## src/rtl/csd_pkg.sv

```systemverilog
// Shared types and constants of the COBS stream decoder.
package csd_pkg;

    localparam int BYTE_W              = 8;
    localparam int DATA_W              = 32;
    localparam int PADDR_W             = 3;
    localparam int QUEUE_DEPTH_DEFAULT = 4;

    localparam logic [BYTE_W-1:0] PAIR_MAX_CODE  = 8'd224;
    localparam logic [BYTE_W-1:0] PLAIN_MAX_CODE = 8'd255;

    // Register index, taken from paddr[PADDR_W-1:2]
    localparam logic [PADDR_W-3:0] REG_PAIR_MODE = 1'b0;

    // One queued command: the first result of an input byte, plus a flag
    // that asks for the two trailing zeros of a pair-mode block.
    typedef struct packed {
        logic [BYTE_W-1:0] data;
        logic              has_byte;
        logic              frame_end;
        logic              tail_inlined;
        logic              pair_tail;
    } csd_cmd_t;

    typedef struct packed {
        logic [BYTE_W-1:0] data;
        logic              has_byte;
        logic              frame_end;
        logic              tail_inlined;
        logic              last;
    } csd_res_t;

    typedef enum logic [1:0] {
        PH_HEAD,
        PH_ZERO_A,
        PH_ZERO_B
    } csd_phase_t;

endpackage

```

## src/rtl/csd_in_if.sv

```systemverilog
// Coded byte channel: valid/ready handshake with one byte per beat.
interface csd_in_if;
    logic                      valid;
    logic                      ready;
    logic [csd_pkg::BYTE_W-1:0] in_byte;

    modport source (output valid, output in_byte, input ready);
    modport sink (input valid, input in_byte, output ready);
endinterface

```

## src/rtl/csd_out_if.sv

```systemverilog
// Decoded result channel: valid/ready handshake with one result per beat.
interface csd_out_if;
    logic                      valid;
    logic                      ready;
    logic [csd_pkg::BYTE_W-1:0] out_byte;
    logic                      has_byte;
    logic                      frame_end;
    logic                      tail_inlined;
    logic                      last;

    modport source (output valid, output out_byte, output has_byte, output frame_end,
                    output tail_inlined, output last, input ready);
    modport sink (input valid, input out_byte, input has_byte, input frame_end,
                  input tail_inlined, input last, output ready);
endinterface

```

## src/rtl/csd_front.sv

```systemverilog
// Front end: accepts coded bytes, tracks block state and queues commands.
module csd_front (
    input  logic             clk,
    input  logic             rst_n,
    input  logic             pair_mode,
    csd_in_if.sink           coded,
    input  logic             queue_full,
    output logic             push,
    output csd_pkg::csd_cmd_t push_cmd
);
    import csd_pkg::*;

    logic [BYTE_W-1:0] bytes_left_reg, bytes_left_next;
    logic [BYTE_W-1:0] block_code_reg, block_code_next;
    logic              zero_pending_reg, zero_pending_next;
    logic              accept;
    logic              emit;
    logic [BYTE_W-1:0] b;
    logic [BYTE_W-1:0] max_code;

    assign coded.ready = !queue_full;
    assign accept      = coded.valid && coded.ready;
    assign b           = coded.in_byte;
    assign max_code    = pair_mode ? PAIR_MAX_CODE : PLAIN_MAX_CODE;

    always_comb
    begin
        bytes_left_next   = bytes_left_reg;
        block_code_next   = block_code_reg;
        zero_pending_next = zero_pending_reg;
        emit              = 1'b0;
        push_cmd          = '0;
        if (bytes_left_reg == '0)
        begin
            if (b == '0)
            begin
                // bare frame end; an owed zero is dropped
                emit               = 1'b1;
                push_cmd.frame_end = 1'b1;
                bytes_left_next    = '0;
                block_code_next    = '0;
                zero_pending_next  = 1'b0;
            end
            else
            begin
                emit              = zero_pending_reg;
                push_cmd.has_byte = 1'b1;
                block_code_next   = b;
                if (pair_mode && b > PAIR_MAX_CODE)
                    bytes_left_next = b - PAIR_MAX_CODE;
                else
                    bytes_left_next = b - 8'd1;
                zero_pending_next = (b < max_code);
            end
        end
        else if (b == '0)
        begin
            // zero inside a block: code byte stands in as the last data byte
            emit                  = 1'b1;
            push_cmd.data         = block_code_reg;
            push_cmd.has_byte     = 1'b1;
            push_cmd.frame_end    = 1'b1;
            push_cmd.tail_inlined = 1'b1;
            bytes_left_next       = '0;
            block_code_next       = '0;
            zero_pending_next     = 1'b0;
        end
        else
        begin
            emit               = 1'b1;
            push_cmd.data      = b;
            push_cmd.has_byte  = 1'b1;
            push_cmd.pair_tail = (bytes_left_reg == 8'd1) && pair_mode &&
                                 (block_code_reg > PAIR_MAX_CODE);
            bytes_left_next    = bytes_left_reg - 8'd1;
        end
    end

    assign push = accept && emit;

    always_ff @(posedge clk or negedge rst_n)
    begin
        if (!rst_n)
        begin
            bytes_left_reg   <= '0;
            block_code_reg   <= '0;
            zero_pending_reg <= 1'b0;
        end
        else if (accept)
        begin
            bytes_left_reg   <= bytes_left_next;
            block_code_reg   <= block_code_next;
            zero_pending_reg <= zero_pending_next;
        end
    end

    // inside a block the code byte is never zero
    a_code_in_block: assert property (@(posedge clk) disable iff (!rst_n)
        (bytes_left_reg != '0) |-> (block_code_reg != '0))
        else $error("block open with zero code byte");

    // nothing is queued while the queue is full
    a_no_push_full: assert property (@(posedge clk) disable iff (!rst_n)
        queue_full |-> !push)
        else $error("push while queue full");

    // a frame end leaves the block state cleared
    a_frame_clears: assert property (@(posedge clk) disable iff (!rst_n)
        (push && push_cmd.frame_end) |=> (bytes_left_reg == '0 && !zero_pending_reg))
        else $error("state not cleared after frame end");

endmodule

```

## src/rtl/csd_queue.sv

```systemverilog
// Short command queue between the front end and the back end.
module csd_queue #(
    parameter int DEPTH = csd_pkg::QUEUE_DEPTH_DEFAULT
) (
    input  logic              clk,
    input  logic              rst_n,
    input  logic              push,
    input  csd_pkg::csd_cmd_t push_cmd,
    output logic              full,
    input  logic              pop,
    output logic              head_valid,
    output csd_pkg::csd_cmd_t head_cmd
);
    import csd_pkg::*;

    localparam int PTR_W = (DEPTH > 1) ? $clog2(DEPTH) : 1;
    localparam int CNT_W = $clog2(DEPTH + 1);

    csd_cmd_t             entry_reg [DEPTH];
    logic [PTR_W-1:0]     wr_ptr_reg, wr_ptr_next;
    logic [PTR_W-1:0]     rd_ptr_reg, rd_ptr_next;
    logic [CNT_W-1:0]     count_reg, count_next;
    logic                 do_push, do_pop;

    assign full       = (count_reg == CNT_W'(DEPTH));
    assign head_valid = (count_reg != '0);
    assign head_cmd   = entry_reg[rd_ptr_reg];
    assign do_push    = push && !full;
    assign do_pop     = pop && head_valid;

    always_comb
    begin
        wr_ptr_next = wr_ptr_reg;
        rd_ptr_next = rd_ptr_reg;
        count_next  = count_reg;
        if (do_push)
            wr_ptr_next = (wr_ptr_reg == PTR_W'(DEPTH - 1)) ? '0 : wr_ptr_reg + 1'b1;
        if (do_pop)
            rd_ptr_next = (rd_ptr_reg == PTR_W'(DEPTH - 1)) ? '0 : rd_ptr_reg + 1'b1;
        if (do_push && !do_pop)
            count_next = count_reg + 1'b1;
        else if (do_pop && !do_push)
            count_next = count_reg - 1'b1;
    end

    always_ff @(posedge clk or negedge rst_n)
    begin
        if (!rst_n)
        begin
            wr_ptr_reg <= '0;
            rd_ptr_reg <= '0;
            count_reg  <= '0;
        end
        else
        begin
            wr_ptr_reg <= wr_ptr_next;
            rd_ptr_reg <= rd_ptr_next;
            count_reg  <= count_next;
        end
    end

    always_ff @(posedge clk)
    begin
        if (do_push)
            entry_reg[wr_ptr_reg] <= push_cmd;
    end

    a_count_range: assert property (@(posedge clk) disable iff (!rst_n)
        count_reg <= CNT_W'(DEPTH))
        else $error("queue count beyond depth");

    a_pop_nonempty: assert property (@(posedge clk) disable iff (!rst_n)
        pop |-> head_valid)
        else $error("pop from empty queue");

    a_ptrs_when_empty: assert property (@(posedge clk) disable iff (!rst_n)
        (count_reg == '0) |-> (wr_ptr_reg == rd_ptr_reg))
        else $error("pointers apart while queue empty");

endmodule

```

## src/rtl/csd_back.sv

```systemverilog
// Back end: expands queued commands into result beats behind an output register.
module csd_back (
    input  logic              clk,
    input  logic              rst_n,
    input  logic              head_valid,
    input  csd_pkg::csd_cmd_t head_cmd,
    output logic              pop,
    csd_out_if.source         decoded
);
    import csd_pkg::*;

    csd_phase_t phase_reg, phase_next;
    logic       out_valid_reg, out_valid_next;
    csd_res_t   out_data_reg;
    csd_res_t   res;
    logic       load;
    logic       done;

    // free the output register when empty or when its beat leaves
    assign load = head_valid && (!out_valid_reg || decoded.ready);
    assign pop  = load && done;

    always_comb
    begin
        res        = '0;
        done       = 1'b0;
        phase_next = phase_reg;
        unique case (phase_reg)
            PH_HEAD:
            begin
                res.data         = head_cmd.data;
                res.has_byte     = head_cmd.has_byte;
                res.frame_end    = head_cmd.frame_end;
                res.tail_inlined = head_cmd.tail_inlined;
                res.last         = !head_cmd.pair_tail;
                done             = !head_cmd.pair_tail;
                if (load && head_cmd.pair_tail)
                    phase_next = PH_ZERO_A;
            end
            PH_ZERO_A:
            begin
                res.has_byte = 1'b1;
                if (load)
                    phase_next = PH_ZERO_B;
            end
            PH_ZERO_B:
            begin
                res.has_byte = 1'b1;
                res.last     = 1'b1;
                done         = 1'b1;
                if (load)
                    phase_next = PH_HEAD;
            end
            default:
            begin
                phase_next = PH_HEAD;
            end
        endcase
    end

    always_comb
    begin
        out_valid_next = out_valid_reg;
        if (load)
            out_valid_next = 1'b1;
        else if (decoded.ready)
            out_valid_next = 1'b0;
    end

    always_ff @(posedge clk or negedge rst_n)
    begin
        if (!rst_n)
        begin
            phase_reg     <= PH_HEAD;
            out_valid_reg <= 1'b0;
        end
        else
        begin
            phase_reg     <= phase_next;
            out_valid_reg <= out_valid_next;
        end
    end

    always_ff @(posedge clk)
    begin
        if (load)
            out_data_reg <= res;
    end

    assign decoded.valid        = out_valid_reg;
    assign decoded.out_byte     = out_data_reg.data;
    assign decoded.has_byte     = out_data_reg.has_byte;
    assign decoded.frame_end    = out_data_reg.frame_end;
    assign decoded.tail_inlined = out_data_reg.tail_inlined;
    assign decoded.last         = out_data_reg.last;

    // mid-expansion the head command stays in place and asked for the zeros
    a_phase_head: assert property (@(posedge clk) disable iff (!rst_n)
        (phase_reg != PH_HEAD) |-> (head_valid && head_cmd.pair_tail))
        else $error("zero expansion without pair-tail command");

    a_zero_b_follows: assert property (@(posedge clk) disable iff (!rst_n)
        (phase_reg == PH_ZERO_B) |-> ($past(phase_reg) == PH_ZERO_A ||
                                      $past(phase_reg) == PH_ZERO_B))
        else $error("second zero without first");

    a_pop_on_last: assert property (@(posedge clk) disable iff (!rst_n)
        pop |-> res.last)
        else $error("command popped before its last beat");

endmodule

```

## src/rtl/cobs_stream_decoder_unit.sv

```systemverilog
// Top level of the COBS stream decoder with optional zero-pair elimination.
//
//  channel  | dir | handshake           | beat payload
//  ---------+-----+---------------------+---------------------------------------------
//  coded    | in  | valid/ready         | in_byte
//  decoded  | out | valid/ready         | out_byte, has_byte, frame_end, tail_inlined, last
//  apb      | in  | psel/penable/pready | paddr, pwdata, prdata (pair_mode at 0x0)
//
// One coded byte is accepted per cycle while the command queue has room.
// Each byte yields zero to three result beats, sent one per cycle from the
// output register while decoded is ready; a byte ending a long pair-mode block
// holds the back end for three beats; results pass the queue, then the output register.
// Reset clears block state, queue and output valid; pair_mode resets to 0.
module cobs_stream_decoder_unit #(
    parameter int QUEUE_DEPTH = csd_pkg::QUEUE_DEPTH_DEFAULT
) (
    input  logic                        clk,
    input  logic                        rst_n,
    csd_in_if.sink                      coded,
    csd_out_if.source                   decoded,
    input  logic                        psel,
    input  logic                        penable,
    input  logic                        pwrite,
    input  logic [csd_pkg::PADDR_W-1:0] paddr,
    input  logic [csd_pkg::DATA_W-1:0]  pwdata,
    output logic [csd_pkg::DATA_W-1:0]  prdata,
    output logic                        pready
);
    import csd_pkg::*;

    logic     pair_mode_reg;
    logic     cfg_write;
    logic     queue_full;
    logic     push;
    csd_cmd_t push_cmd;
    logic     pop;
    logic     head_valid;
    csd_cmd_t head_cmd;

    assign pready    = 1'b1;
    assign cfg_write = psel && penable && pwrite && pready &&
                       (paddr[PADDR_W-1:2] == REG_PAIR_MODE);

    always_ff @(posedge clk or negedge rst_n)
    begin
        if (!rst_n)
            pair_mode_reg <= 1'b0;
        else if (cfg_write)
            pair_mode_reg <= pwdata[0];
    end

    always_comb
    begin
        prdata = '0;
        if (paddr[PADDR_W-1:2] == REG_PAIR_MODE)
            prdata[0] = pair_mode_reg;
    end

    csd_front u_front (
        .clk        (clk),
        .rst_n      (rst_n),
        .pair_mode  (pair_mode_reg),
        .coded      (coded),
        .queue_full (queue_full),
        .push       (push),
        .push_cmd   (push_cmd)
    );

    csd_queue #(
        .DEPTH (QUEUE_DEPTH)
    ) u_queue (
        .clk        (clk),
        .rst_n      (rst_n),
        .push       (push),
        .push_cmd   (push_cmd),
        .full       (queue_full),
        .pop        (pop),
        .head_valid (head_valid),
        .head_cmd   (head_cmd)
    );

    csd_back u_back (
        .clk        (clk),
        .rst_n      (rst_n),
        .head_valid (head_valid),
        .head_cmd   (head_cmd),
        .pop        (pop),
        .decoded    (decoded)
    );

endmodule

```

## src/flat_wrapper.sv

```systemverilog
// flat-port wrapper written by rule: the top's interface ports become plain ports
module cobs_stream_decoder_unit_flat import csd_pkg::*;
#(
    parameter int QUEUE_DEPTH = csd_pkg::QUEUE_DEPTH_DEFAULT
)
  (clk, rst_n, psel, penable, pwrite, paddr, pwdata, prdata, pready, coded_valid, coded_in_byte, coded_ready, decoded_valid, decoded_out_byte, decoded_has_byte, decoded_frame_end, decoded_tail_inlined, decoded_last, decoded_ready);
  csd_in_if coded_i ();
  csd_out_if decoded_i ();
  input  logic clk;
  input  logic rst_n;
  input  logic psel;
  input  logic penable;
  input  logic pwrite;
  input  logic [csd_pkg::PADDR_W-1:0] paddr;
  input  logic [csd_pkg::DATA_W-1:0] pwdata;
  output logic [csd_pkg::DATA_W-1:0] prdata;
  output logic pready;
  input wire logic [$bits(coded_i.valid)-1:0] coded_valid;
  input wire logic [$bits(coded_i.in_byte)-1:0] coded_in_byte;
  output wire logic [$bits(coded_i.ready)-1:0] coded_ready;
  output wire logic [$bits(decoded_i.valid)-1:0] decoded_valid;
  output wire logic [$bits(decoded_i.out_byte)-1:0] decoded_out_byte;
  output wire logic [$bits(decoded_i.has_byte)-1:0] decoded_has_byte;
  output wire logic [$bits(decoded_i.frame_end)-1:0] decoded_frame_end;
  output wire logic [$bits(decoded_i.tail_inlined)-1:0] decoded_tail_inlined;
  output wire logic [$bits(decoded_i.last)-1:0] decoded_last;
  input wire logic [$bits(decoded_i.ready)-1:0] decoded_ready;
  assign coded_i.valid = coded_valid;
  assign coded_i.in_byte = coded_in_byte;
  assign coded_ready = coded_i.ready;
  assign decoded_valid = decoded_i.valid;
  assign decoded_out_byte = decoded_i.out_byte;
  assign decoded_has_byte = decoded_i.has_byte;
  assign decoded_frame_end = decoded_i.frame_end;
  assign decoded_tail_inlined = decoded_i.tail_inlined;
  assign decoded_last = decoded_i.last;
  assign decoded_i.ready = decoded_ready;
  cobs_stream_decoder_unit #(.QUEUE_DEPTH(QUEUE_DEPTH)) u_core (.clk(clk), .rst_n(rst_n), .coded(coded_i), .decoded(decoded_i), .psel(psel), .penable(penable), .pwrite(pwrite), .paddr(paddr), .pwdata(pwdata), .prdata(prdata), .pready(pready));
endmodule
```

## config.mk

```make
export PLATFORM = sky130hd
export DESIGN_NAME = cobs_stream_decoder_unit_flat
export DESIGN_NICKNAME = d
export VERILOG_FILES = /design/src/rtl/csd_pkg.sv /design/src/rtl/csd_in_if.sv /design/src/rtl/csd_out_if.sv /design/src/rtl/csd_front.sv /design/src/rtl/csd_queue.sv /design/src/rtl/csd_back.sv /design/src/rtl/cobs_stream_decoder_unit.sv /design/src/flat_wrapper.sv
export SDC_FILE = /design/constraint.sdc
export NUM_CORES = 1
export LEC_CHECK = 0
export ABC_AREA = 1
export BUFFER_PORTS_ARGS = -buffer_cell sky130_fd_sc_hd__buf_2
export CAP_MARGIN = 30
export CORE_MARGIN = 5
export CORE_UTILIZATION = 34
export CTS_CLUSTER_DIAMETER = 30
export DETAILED_ROUTE_END_ITERATION = 6
export PLACE_DENSITY = 0.52
export SLEW_MARGIN = 0
export SYNTH_ARGS = -nofsm -noshare
export SYNTH_HDL_FRONTEND = slang
export SYNTH_SLANG_ARGS = --single-unit
```

## constraint.sdc

```tcl
create_clock -name clk -period 2.89 [get_ports clk]
set_input_delay 0.7225 -clock clk [delete_from_list [all_inputs] [get_ports clk]]
set_output_delay 0.7225 -clock clk [all_outputs]
set_load 0.005 [all_outputs]
```

Word level (Yosys, flattened, before mapping)
Memories as Yosys holds them, arrays and structs flattened.
Cells that the tools add are included.
- register bits: 40
- RAM bits: 48
- bits of input ports: 50
- memories: 1
- add/subtract/negate cells: 7
- $lt $le $gt $ge: 3
- eq/ne operators: 9
- muxes and demuxes: 36
- bitwise operators: 1
- reductions and logical operators: 31
- memories (memory ; words ; bits a word ; read ports ; clocked after memory_dff ; wr ports ; RTL line ; RTL):
    u_core.u_queue.entry_reg ; 4 ; 12 ; 1 ; 0 ; 1 ; csd_queue.sv:19 ; csd_cmd_t entry_reg [DEPTH];
- operators by type and width (cell ; count):
    two-way mux 8 bit ; 8
    greater-than comparator 8 bit, second input constant ; 2
    zero test 8 bit ; 2
    two-way mux 2 bit ; 8
    subtractor 8 x 1 -> 8 bit, second input constant ; 2
    logical AND 1 bit ; 15
    two-way mux 1 bit ; 13
    two-way mux 9 bit ; 1
    equality test 8 x 1 -> 1 bit, second input constant ; 1
    < comparator 8 bit ; 1
    subtractor 8 bit, second input constant ; 1
    equality test 2 bit, second input constant ; 3
    two-way mux 3 bit ; 2
    != test 2 bit, second input constant ; 3
    case mux 2 bit (3 select lines) ; 1
    nonzero test 2 bit ; 3
    zero test 1 bit ; 5
    two-way mux 5 bit ; 1
    adder 2 x 1 -> 2 bit, second input constant ; 2
    case mux 1 bit (2 select lines) ; 2
    adder 3 x 1 -> 3 bit, second input constant ; 1
    equality test 3 bit, second input constant ; 1
    AND reduction 3 bit ; 1
    nonzero test 3 bit ; 1
    other kinds (7) ; 7

Logic depth before layout (Yosys ltp)
Gate-level depths: netlist of the first run.
- depth after elaboration: 9
- gate-level depth with buffers: 14
- depth with buffers taken out: 14

Modules after synthesis
A second synthesis of the first run with hierarchy kept.
- cells, all modules: 528
- area, all modules: 4923.5 µm²
- by module, submodules not included (module ; times used ; cells each ; area an instance (µm²)):
    csd_queue ; 1 ; 200 ; 2399.8
    csd_front ; 1 ; 217 ; 1519.0
    csd_back ; 1 ; 66 ; 690.7
    cobs_stream_decoder_unit ; 1 ; 45 ; 314.1

Worst setup path after synthesis of the first run
No wires, ideal clock.
- path kind: input to register
- start: input coded_in_byte[0]
- end: register u_core.u_queue.count_reg[2]
- setup time: 0.131 ns
- data arrival time: 2.590 ns
- slack: 0.169 ns
- stages on the path: 14
- path through: inv_1 > ha_1 > nand2_4 > nor2_8 > inv_6 > nand2_2 > o21ai_4 > inv_4 > ha_1 > inv_1 > fa_1 > a21oi_1 > o21ai_0 > xor2_1
- cells in the longest elaborated chain, start to end: 8
- elaborated cells between the ends (all ways): 10
- those cells by class: mux (3); reduce/logical (7)
- ends and longest elaborated chain (what ; RTL line ; RTL):
    from (decl) ; flat_wrapper.sv:19 ; input wire logic [$bits(coded_i.in_byte)-1:0] coded_in_byte;
    zero test 8 bit (*) ; csd_front.sv:35 ; if (b == '0)
    two-way mux 1 bit (*) ; csd_front.sv:35 ;
    two-way mux 1 bit (*) ; csd_front.sv:33 ; if (bytes_left_reg == '0)
    logical AND 1 bit (*) ; csd_front.sv:79 ; assign push = accept && emit;
    logical AND 1 bit (*) ; csd_queue.sv:28 ; assign do_push = push && !full;
    named net u_core.u_queue.do_push ; csd_queue.sv:23 ; logic do_push, do_pop;
    zero test 1 bit ; csd_queue.sv:42 ; else if (do_pop && !do_push)
    logical AND 1 bit ; csd_queue.sv:42 ;
    nonzero test 2 bit (no line) ; -- ;
    to (signal assigned) ; csd_queue.sv:58 ; count_reg <= count_next;
    to (decl) ; csd_queue.sv:22 ; logic [CNT_W-1:0] count_reg, count_next;
Mark *: on every way through the listed nets, which the timed path passes. The rest lies on a longest branch.
A chain may end at the register's enable or synchronous reset.

Worst setup path in the final report of the first run
- start: register u_core.u_back.phase_reg[0]
- end: register u_core.u_queue.count_reg[2]
- cells in the longest elaborated chain, start to end: 7
- elaborated cells between the ends (all ways): 10
- those cells by class: eq/ne (1); mux (2); reduce/logical (7)
- ends and longest elaborated chain (what ; RTL line ; RTL):
    from (decl) ; csd_back.sv:12 ; csd_phase_t phase_reg, phase_next;
    from (signal assigned) ; csd_back.sv:79 ; phase_reg <= phase_next;
    equality test 2 bit / zero test 2 bit (equally long branches) ; csd_back.sv:28 ; unique case (phase_reg)
    case mux 1 bit (2 select lines) (*) ; csd_back.sv:28 ;
    named net u_core.u_back.done ; csd_back.sv:17 ; logic done;
    logical AND 1 bit (*) ; csd_back.sv:21 ; assign pop = load && done;
    logical AND 1 bit (*) ; csd_queue.sv:29 ; assign do_pop = pop && head_valid;
    zero test 1 bit ; csd_queue.sv:40 ; if (do_push && !do_pop)
    logical AND 1 bit ; csd_queue.sv:40 ;
    two-way mux 3 bit / nonzero test 2 bit (equally long branches) ; -- ;
Marks and branches as above.

==> out/results.txt, run 1 <==
Outcome: finished clean
F_max: 0.4259 GHz
Skew-Pair Late Insertion Delay: 0.34 ns
GP Congestion: 0.8390
Fin. max-slew vios: 0
Largest register FFs: 48
Clock Tree Buf Depth: 2
Wire length per cell: 13.29 um
Synth cell count leaders: 73 x nor2_1, 60 x edfxtp_1, 57 x nand2_1
CTS resizes: 0
Worst path cell trace: inv_1 -> ha_1 -> inv_1 -> a21oi_1 -> o21ai_1 -> nand2_1 -> nand2_1 -> ha_1 -> inv_1 -> fa_1 -> a21oi_1 -> o21ai_0 -> xor2_1
Hold Crit Class: input port to asynchronous set/reset pin
Fin crit share: 81.24%
Vert. Die Dim: 128.1 um
Critical Path Most Common Cell: inv_1
Yosys top cell area share: 38.02%
Primary FF master, synth: edfxtp_1
Final Skew: 0.005143 ns
H-tree levels: 3
Ports: 97
Synth Warn #: 0
Cell taking the most area after synthesis: edfxtp_1
Max-Slew Margin vs Limit: 52.37%
HPWL after DPL: 7.024 mm
Rows: 43
Clock-pin slew on the worst setup and hold paths: 0.06 ns
Postcts setup bufs: 0
Post-synth EDFFs: 60
Startpoint class of the critical path: flop
# diodes: 0
Peak supply drop: 278.5 uV
Final setup viols: 0
Root Driver: clkbuf_16
RSZ-0062 raised after global routing: no
CTS tree: done
Vias in the first global route: 3,180
TritonRoute pass-1 iters: 4
Post-synth cell types: 40
Hold_buf cts: 0
Final ANT Viol Nets: 0
Overall global routing resource usage: 12.20%
CP arrival: 2.57 ns
Top cells by area, synth: edfxtp_1 38%, dfrtp_1 15%, ha_1 5.8%
Clock buffer count from CTS: 9
Synthesized flop and latch total: 88
Ys async rst share: 31.82%
Crit-path slowest cell: dfrtp_1
Remaining DRCs: 0
1st-iter DRT viols: 124
Worst Path Required: 3.11 ns
Initial antenna violation count: 0
Largest net degree at the start of global routing: 29
Max cap viols: 0
Global-route wire length before repair: 15.51 mm
Final Hold Vio Count: 0
Synth Instances: 484
Setup TNS: 0 ns
Share of cells above drive strength 1: 17.57%
Kind of critical path: flop to flop
Fin nets: 603
Crit-path max cell delay: 0.42 ns
Vias: 3,246
Area growth, synth to finish: 13.04%
Min Tclk post-route: 2.348 ns
Slew at the pin closest to its max-slew limit: 0.7145 ns
Synthesized area per cell: 9.790 sq um
CP Capture Type: flop
# port buffers: 31
Remaining Overflow, GRT: 0
Die Wd: 128.1 um
Filler cell count: 1,394
Initial core utilization: 34.40%
Core area: 13,770 sq um
Die ar.: 16,400 sq um
Worst-path fanout max: 5
Power per cell area: 859.0 nW/um^2
Routed wire length: 9.502 mm
Hold Slack: 0.4266 ns
Most frequent cell after synthesis: nor2_1
Register area share after synthesis: 52.81%
Synthesized cell area: 4738 sq um
Clk sinks: 88
Leakage: 2.372 nW
Post-DR vias/cell: 4.540
stage by stage:
step	setup WS (ns)	area, sq um	util (%)	total power [mW]	cells
2_1_floorplan	0.1693	4851	-	2.992	514
3_3_place_gp	0.1954	5050	36.66	3.417	699
3_5_place_dp	0.1766	5050	36.66	3.470	699
4_1_cts	0.5182	5356	38.89	4.677	715
5_1_grt	0.3044	5356	38.89	4.979	715
6_report	0.5422	5356	38.89	4.601	715
cell type report:
cell class	instances	area (sq um)	area share, %
flip-flops and latches	88	2502	46.72
repair buffers	48	282.8	5.279
inverters	56	221.5	4.135
clock inverters	5	53.80	1.004
well taps	180	225.2	4.205
clock buffers	11	252.7	4.719
multi-input cells	327	1818	33.94
critical path: cells and delay by family, from the launching register on:
kind | cells | cell delay (ns)
adder cells (fa/ha/maj) | 3 | 0.76
flip-flops | 1 | 0.42
buffers and inverters | 3 | 0.23
AO/OA/AOI/OAI | 4 | 0.40
AND/OR/NAND/NOR | 2 | 0.26
XOR/XNOR | 1 | 0.15
worst paths after layout:
path	startpoint	end	slack, ns	depth (start not counted)
worst max-delay path	u_core.u_back.phase_reg[0]	u_core.u_queue.count_reg[2]	0.54	13
worst min-delay path	rst_n	u_core.u_back.phase_reg[0]	0.43	1
worst max register to register	u_core.u_back.phase_reg[0]	u_core.u_queue.count_reg[2]	0.54	13
worst min register to register	u_core.u_front.block_code_reg[2]	u_core.u_front.block_code_reg[2]	0.54	2
max in group asynchronous	rst_n	u_core.u_front.block_code_reg[3]	1.99	1
min in group clk	u_core.u_front.block_code_reg[2]	u_core.u_front.block_code_reg[2]	0.54	2
power by group:
part	internal (mW)	switching, mW
combinational	0.563	0.912
clock	0.714	0.472
sequential	1.76	0.185
kinds of logic (layout without fill, tap and decap cells):
logic type	after synthesis	after routing	synth area share, %
AOI/OAI and AO/OA	85	85	10.14
xor gates and xnor gates	6	6	1.109
adders and majority gates	23	23	6.232
buffers and inverters	99	120	11.20
DFF	88	88	52.81
other	2	32	0.1585
and+or+nand+nor	181	181	18.35
layer usage:
layer | track usage, % | up-vias | share of wire [%]
li1 | - | 1642 | -
met1 | 15.56 | 1528 | 45
met2 | 20.06 | 63 | 49
met3 | 2.208 | 13 | 4.2
met4 | 5.805 | 0 | 2.1
met5 | 0 | - | 0
cell usage in the layout (no fill, tap or decap), types with 2 or more instances in the layout:
master / count
xor2_1: 5
o22ai_1: 17
buf_4: 17
edfxtp_1: 60
a21oi_1: 21
clkbuf_16: 9
inv_6: 2
o21ai_1: 5
a22oi_1: 4
nor2_8: 3
dfrtp_1: 28
nand3_1: 21
buf_2: 31
nor2_4: 3
nand4_1: 5
nor2_1: 73
clkinv_1: 2
inv_4: 2
clkbuf_8: 2
o21ai_0: 33
conb_1: 32
nand2_4: 4
nor2_2: 2
nand2_2: 6
inv_1: 48
nand2_1: 57
inv_2: 4
ha_1: 22
nor3_1: 3
No activity file was read; power rests on OpenSTA's default activity.
==> run 2, diff against run 1 <==
--- a/config.mk
+++ b/config.mk
@@ -5,7 +5,7 @@
 export SDC_FILE = /design/constraint.sdc
 export NUM_CORES = 1
 export LEC_CHECK = 0
-export ABC_AREA = 1
+export ABC_AREA = 0
 export BUFFER_PORTS_ARGS = -buffer_cell sky130_fd_sc_hd__buf_2
 export CAP_MARGIN = 30
 export CORE_MARGIN = 5
==> constraint.sdc (replaced) <==
create_clock -name clk -period 2.39 [get_ports clk]
set_input_delay 0.5975 -clock clk [delete_from_list [all_inputs] [get_ports clk]]
set_output_delay 0.5975 -clock clk [all_outputs]
set_load 0.005 [all_outputs]
==> run 2 against run 1 <==
The run now ends with negative setup slack left. Synthesized cell count decreased by 29%. Total power increased by 33%. Largest power group unchanged. Worst setup slack got worse by 0.66 ns. Worst hold slack got worse by 0.12 ns. Critical endpoint unchanged. Combinational power increased by 46%. Register-to-register slack got worse by 0.55 ns.
==> out/results.txt, run 2 <==
Outcome: finished with violations (was finished clean)
Violated checks: negative setup slack
Power per cell area: 1132 nW/um^2 (was 859.0 nW/um^2)
Share of cells above drive strength 1: 30.14% (was 17.57%)
Clock-pin slew on the worst setup and hold paths: 0.06 ns (about the same)
Top cells by area, synth: edfxtp_1 40%, dfrtp_1 15%, ha_1 6.1% (was edfxtp_1 38%, dfrtp_1 15%, ha_1 5.8%)
Synth Area in Compound Gates: 9.051% (was 10.14%)
# diodes: 0 (unchanged)
Sequential Power Share: 40.1% (was 42.2%)
Worst flop-to-flop path endpoint: u_core.u_queue.count_reg[2] (unchanged)
Synth cell count leaders: 60 x edfxtp_1, 32 x buf_4, 28 x dfrtp_1 (was 73 x nor2_1, 60 x edfxtp_1, 57 x nand2_1)
CTS tree: done (unchanged)
Core area: 13,140 sq um (was 13,770 sq um)
Largest register FFs: 48 (unchanged)
RSZ-0062 raised after global routing: yes (was no)
Multi-input logic area: 1785 sq um (was 1818 sq um)
Final ANT Viol Nets: 0 (unchanged)
Synthesized area per cell: 13.14 sq um (was 9.790 sq um)
Met3 global-route usage: 2.473% (was 2.208%)
Initial antenna violation count: 0 (unchanged)
Yosys top cell area share: 39.74% (was 38.02%)
Primary FF master, synth: edfxtp_1 (unchanged)
Met1 usage: 14.15% (was 15.56%)
1st-iter DRT viols: 174 (was 124)
Placed Instances: 575 (was 699)
Post-synth cell types: 62 (was 40)
Register area share after synthesis: 55.19% (was 52.81%)
Max-Slew Margin vs Limit: 53.34% (was 52.37%)
Clock buffer count from CTS: 9 (unchanged)
F_max: 0.3984 GHz
Remaining Overflow, GRT: 0 (unchanged)
Slew at the pin closest to its max-slew limit: 0.7000 ns (was 0.7145 ns)
Cell taking the most area after synthesis: edfxtp_1 (unchanged)
Vias: 2,741 (was 3,246)
Comb pwr share: 35.1% (was 32.0%)
CP Capture Type: flop (unchanged)
Initial core utilization: 34.51% (was 34.40%)
Most frequent cell after synthesis: edfxtp_1 (was nor2_1)
GRT met2 Usage: 18.34% (was 20.06%)
Synth Area in Simple Gates: 10.73% (was 18.35%)
Fin crit share: 105.0%
Filler cell count: 1,246 (was 1,394)
Overall global routing resource usage: 11.14% (was 12.20%)
Leakage: 2.175 nW (was 2.372 nW)
Clk pwr share: 24.8% (was 25.8%)
Crit-path slowest cell: or4b_4 (was dfrtp_1)
GP Congestion: 0.7862 (was 0.8390)
Fin nets: 486 (was 603)
Kind of critical path: input port to flop (was flop to flop)
Remaining DRCs: 0 (unchanged)
Net switching power of the design: 1.852 mW (was 1.568 mW)
Mux cell area share after synthesis: 7.892% (was 0%)
Final Hold Vio Count: 0 (unchanged)
H-tree levels: 3 (unchanged)
Root Driver: clkbuf_16 (unchanged)
TritonRoute pass-1 iters: 4 (unchanged)
Commonest non-fill, non-tap cell in the layout: edfxtp_1 (was nor2_1)
Fin. max-slew vios: 0 (unchanged)
Synthesized cell area: 4534 sq um (was 4738 sq um)
R2r startpoint: u_core.u_front.bytes_left_reg[0] (was u_core.u_back.phase_reg[0])
CP arrival: 2.77 ns (was 2.57 ns)
Worst path cell trace: buf_8 -> inv_4 -> ha_4 -> or4b_4 -> nor4_4 -> nor3_2 -> nor2_4 -> ha_4 -> inv_2 -> fa_2 -> xor2_1 -> nor2_1 -> xor2_1 (was inv_1 -> ha_1 -> inv_1 -> a21oi_1 -> o21ai_1 -> nand2_1 -> nand2_1 -> ha_1 -> inv_1 -> fa_1 -> a21oi_1 -> o21ai_0 -> xor2_1)
R2R depth: 13 (unchanged)
Fin cells: 594 (was 715)
Synth Instances: 345 (was 484)
Wire length per cell: 14.45 um (was 13.29 um)
Rows: 42 (was 43)
Hold Slack: 0.3021 ns (was 0.4266 ns)
Synth Warn #: 0 (unchanged)
Max cap viols: 0 (unchanged)
Synthesized flop and latch total: 88 (unchanged)
Global-route wire length before repair: 13.74 mm (was 15.51 mm)
Clk sinks: 88 (unchanged)
Synth Area in XOR/XNOR: 1.738% (was 1.109%)
Int Pwr: 4.287 mW (was 3.033 mW)
# port buffers: 31 (unchanged)
Post-DR vias/cell: 4.614 (was 4.540)
Grt peak-use layer: met2 (unchanged)
Ys async rst share: 31.82% (unchanged)
Hold Crit Class: input port to asynchronous set/reset pin (unchanged)
Largest net degree at the start of global routing: 29 (unchanged)
Worst reg2reg setup slack: -0.01 ns (was 0.54 ns)
Hold_buf cts: 0 (unchanged)
Total power draw: 6.139 mW (was 4.601 mW)
Final Skew: 0.007659 ns (was 0.005143 ns)
Worst-path fanout max: 2 (was 5)
Commonest non-fill, non-tap cells in the layout: 60 x edfxtp_1, 37 x buf_4, 32 x conb_1 (was 73 x nor2_1, 60 x edfxtp_1, 57 x nand2_1)
Vias in the first global route: 2,707 (was 3,180)
HPWL after DPL: 6.242 mm (was 7.024 mm)
Adder-Cell Fraction of Synth Area: 6.512% (was 6.232%)
Area growth, synth to finish: 19.59% (was 13.04%)
Register area: 2502 sq um (unchanged)
Largest family of logic cells by synthesized area: simple AND/OR/NAND/NOR gates (unchanged)
Min Tclk post-route: 2.510 ns
Die ar.: 15,750 sq um (was 16,400 sq um)
Final worst slack: -0.1198 ns (was 0.5422 ns)
Sw Share: 30.18% (was 34.08%)
Ports: 97 (unchanged)
Worst Path Required: 2.65 ns (was 3.11 ns)
Startpoint class of the critical path: input port (was flop)
Crit-path max cell delay: 0.50 ns (was 0.42 ns)
Vert. Die Dim: 125.5 um (was 128.1 um)
Peak supply drop: 493.0 uV (was 278.5 uV)
Final setup viols: 2 (was 0)
Routed wire length: 8.582 mm (was 9.502 mm)
Post-synth EDFFs: 60 (unchanged)
Skew-Pair Late Insertion Delay: 0.34 ns (about the same)
Clock Tree Buf Depth: 2 (unchanged)
Die Wd: 125.5 um (was 128.1 um)
==> run 2: final cells by class <==
class | count | area share, %
clock inverter | 6 | 1.684
tap | 176 | 4.061
timing repair buffer | 72 | 9.760
inverter | 16 | 1.200
clock buffer | 10 | 4.222
sequential | 88 | 46.15
multi-input combinational | 226 | 32.93
==> run 2: power groups by stage <==
stage | Sequential [mW] | Combinational, mW | Clock, mW
final | 2.46 | 2.15 | 1.52
after global routing | 2.51 | 2.44 | 1.63
after CTS | 2.46 | 2.17 | 1.56
after detailed placement | 2.49 | 2.14 | 0
after global placement | 2.47 | 2.11 | 0
after floorplan | 2.47 | 1.38 | 0
==> run 2: how the worst max path moves through the flow <==
stage | startpoint | slack [ns] | end
final | coded_in_byte[0] | -0.12 | u_core.u_queue.count_reg[2]
after global routing | coded_in_byte[0] | -0.21 | u_core.u_queue.count_reg[2]
after CTS | coded_in_byte[0] | -0.15 | u_core.u_queue.count_reg[2]
after detailed placement | coded_in_byte[0] | -0.58 | u_core.u_queue.count_reg[2]
after global placement | coded_in_byte[0] | -0.57 | u_core.u_queue.count_reg[2]
after floorplan | coded_in_byte[2] | -0.35 | u_core.u_queue.count_reg[2]
==> run 2: cells by family after synthesis <==
kind of cell	Yosys count
buffers and inverters	61
and+or+nand+nor	84
DFF	88
xor gates and xnor gates	9
other	2
AOI/OAI and AO/OA	58
adders and majority gates	23
muxes	20
==> run 2: through the flow <==
step	setup WS [ns]	utilization [%]	area, sq um	setup TNS [ns]
3_3_place_gp	-0.5729	38.43	5049	-20.24
4_1_cts	-0.1516	41.20	5413	-0.2723
5_1_grt	-0.2099	41.28	5423	-0.3712
2_1_floorplan	-0.3485	-	4683	-0.6808
6_report	-0.1198	41.28	5423	-0.2137
3_5_place_dp	-0.5788	38.43	5049	-23.03
==> run 2: critical path, delay by kind of cell <==
family                   cells  cell delay [ns]
adder cells (fa/ha/maj)      3             0.62
AND/OR/NAND/NOR              5             1.07
XOR/XNOR                     2             0.31
buffers and inverters        3             0.18
==> run 2: metal layers <==
layer	vias to the layer above	wire length, um	share of wire [%]
met1	1313	3854	45
met2	70	4157	48
met5	-	0	0
li1	1342	-	-
met3	16	374	4.4
met4	0	195	2.3
==> run 2: timing repair <==
item,in CTS,in global routing
gates cloned,0,0
setup buffers,3,1
endpoints found under the setup margin,2,8
hold endpoints to repair,0,0
resized for setup,6,1
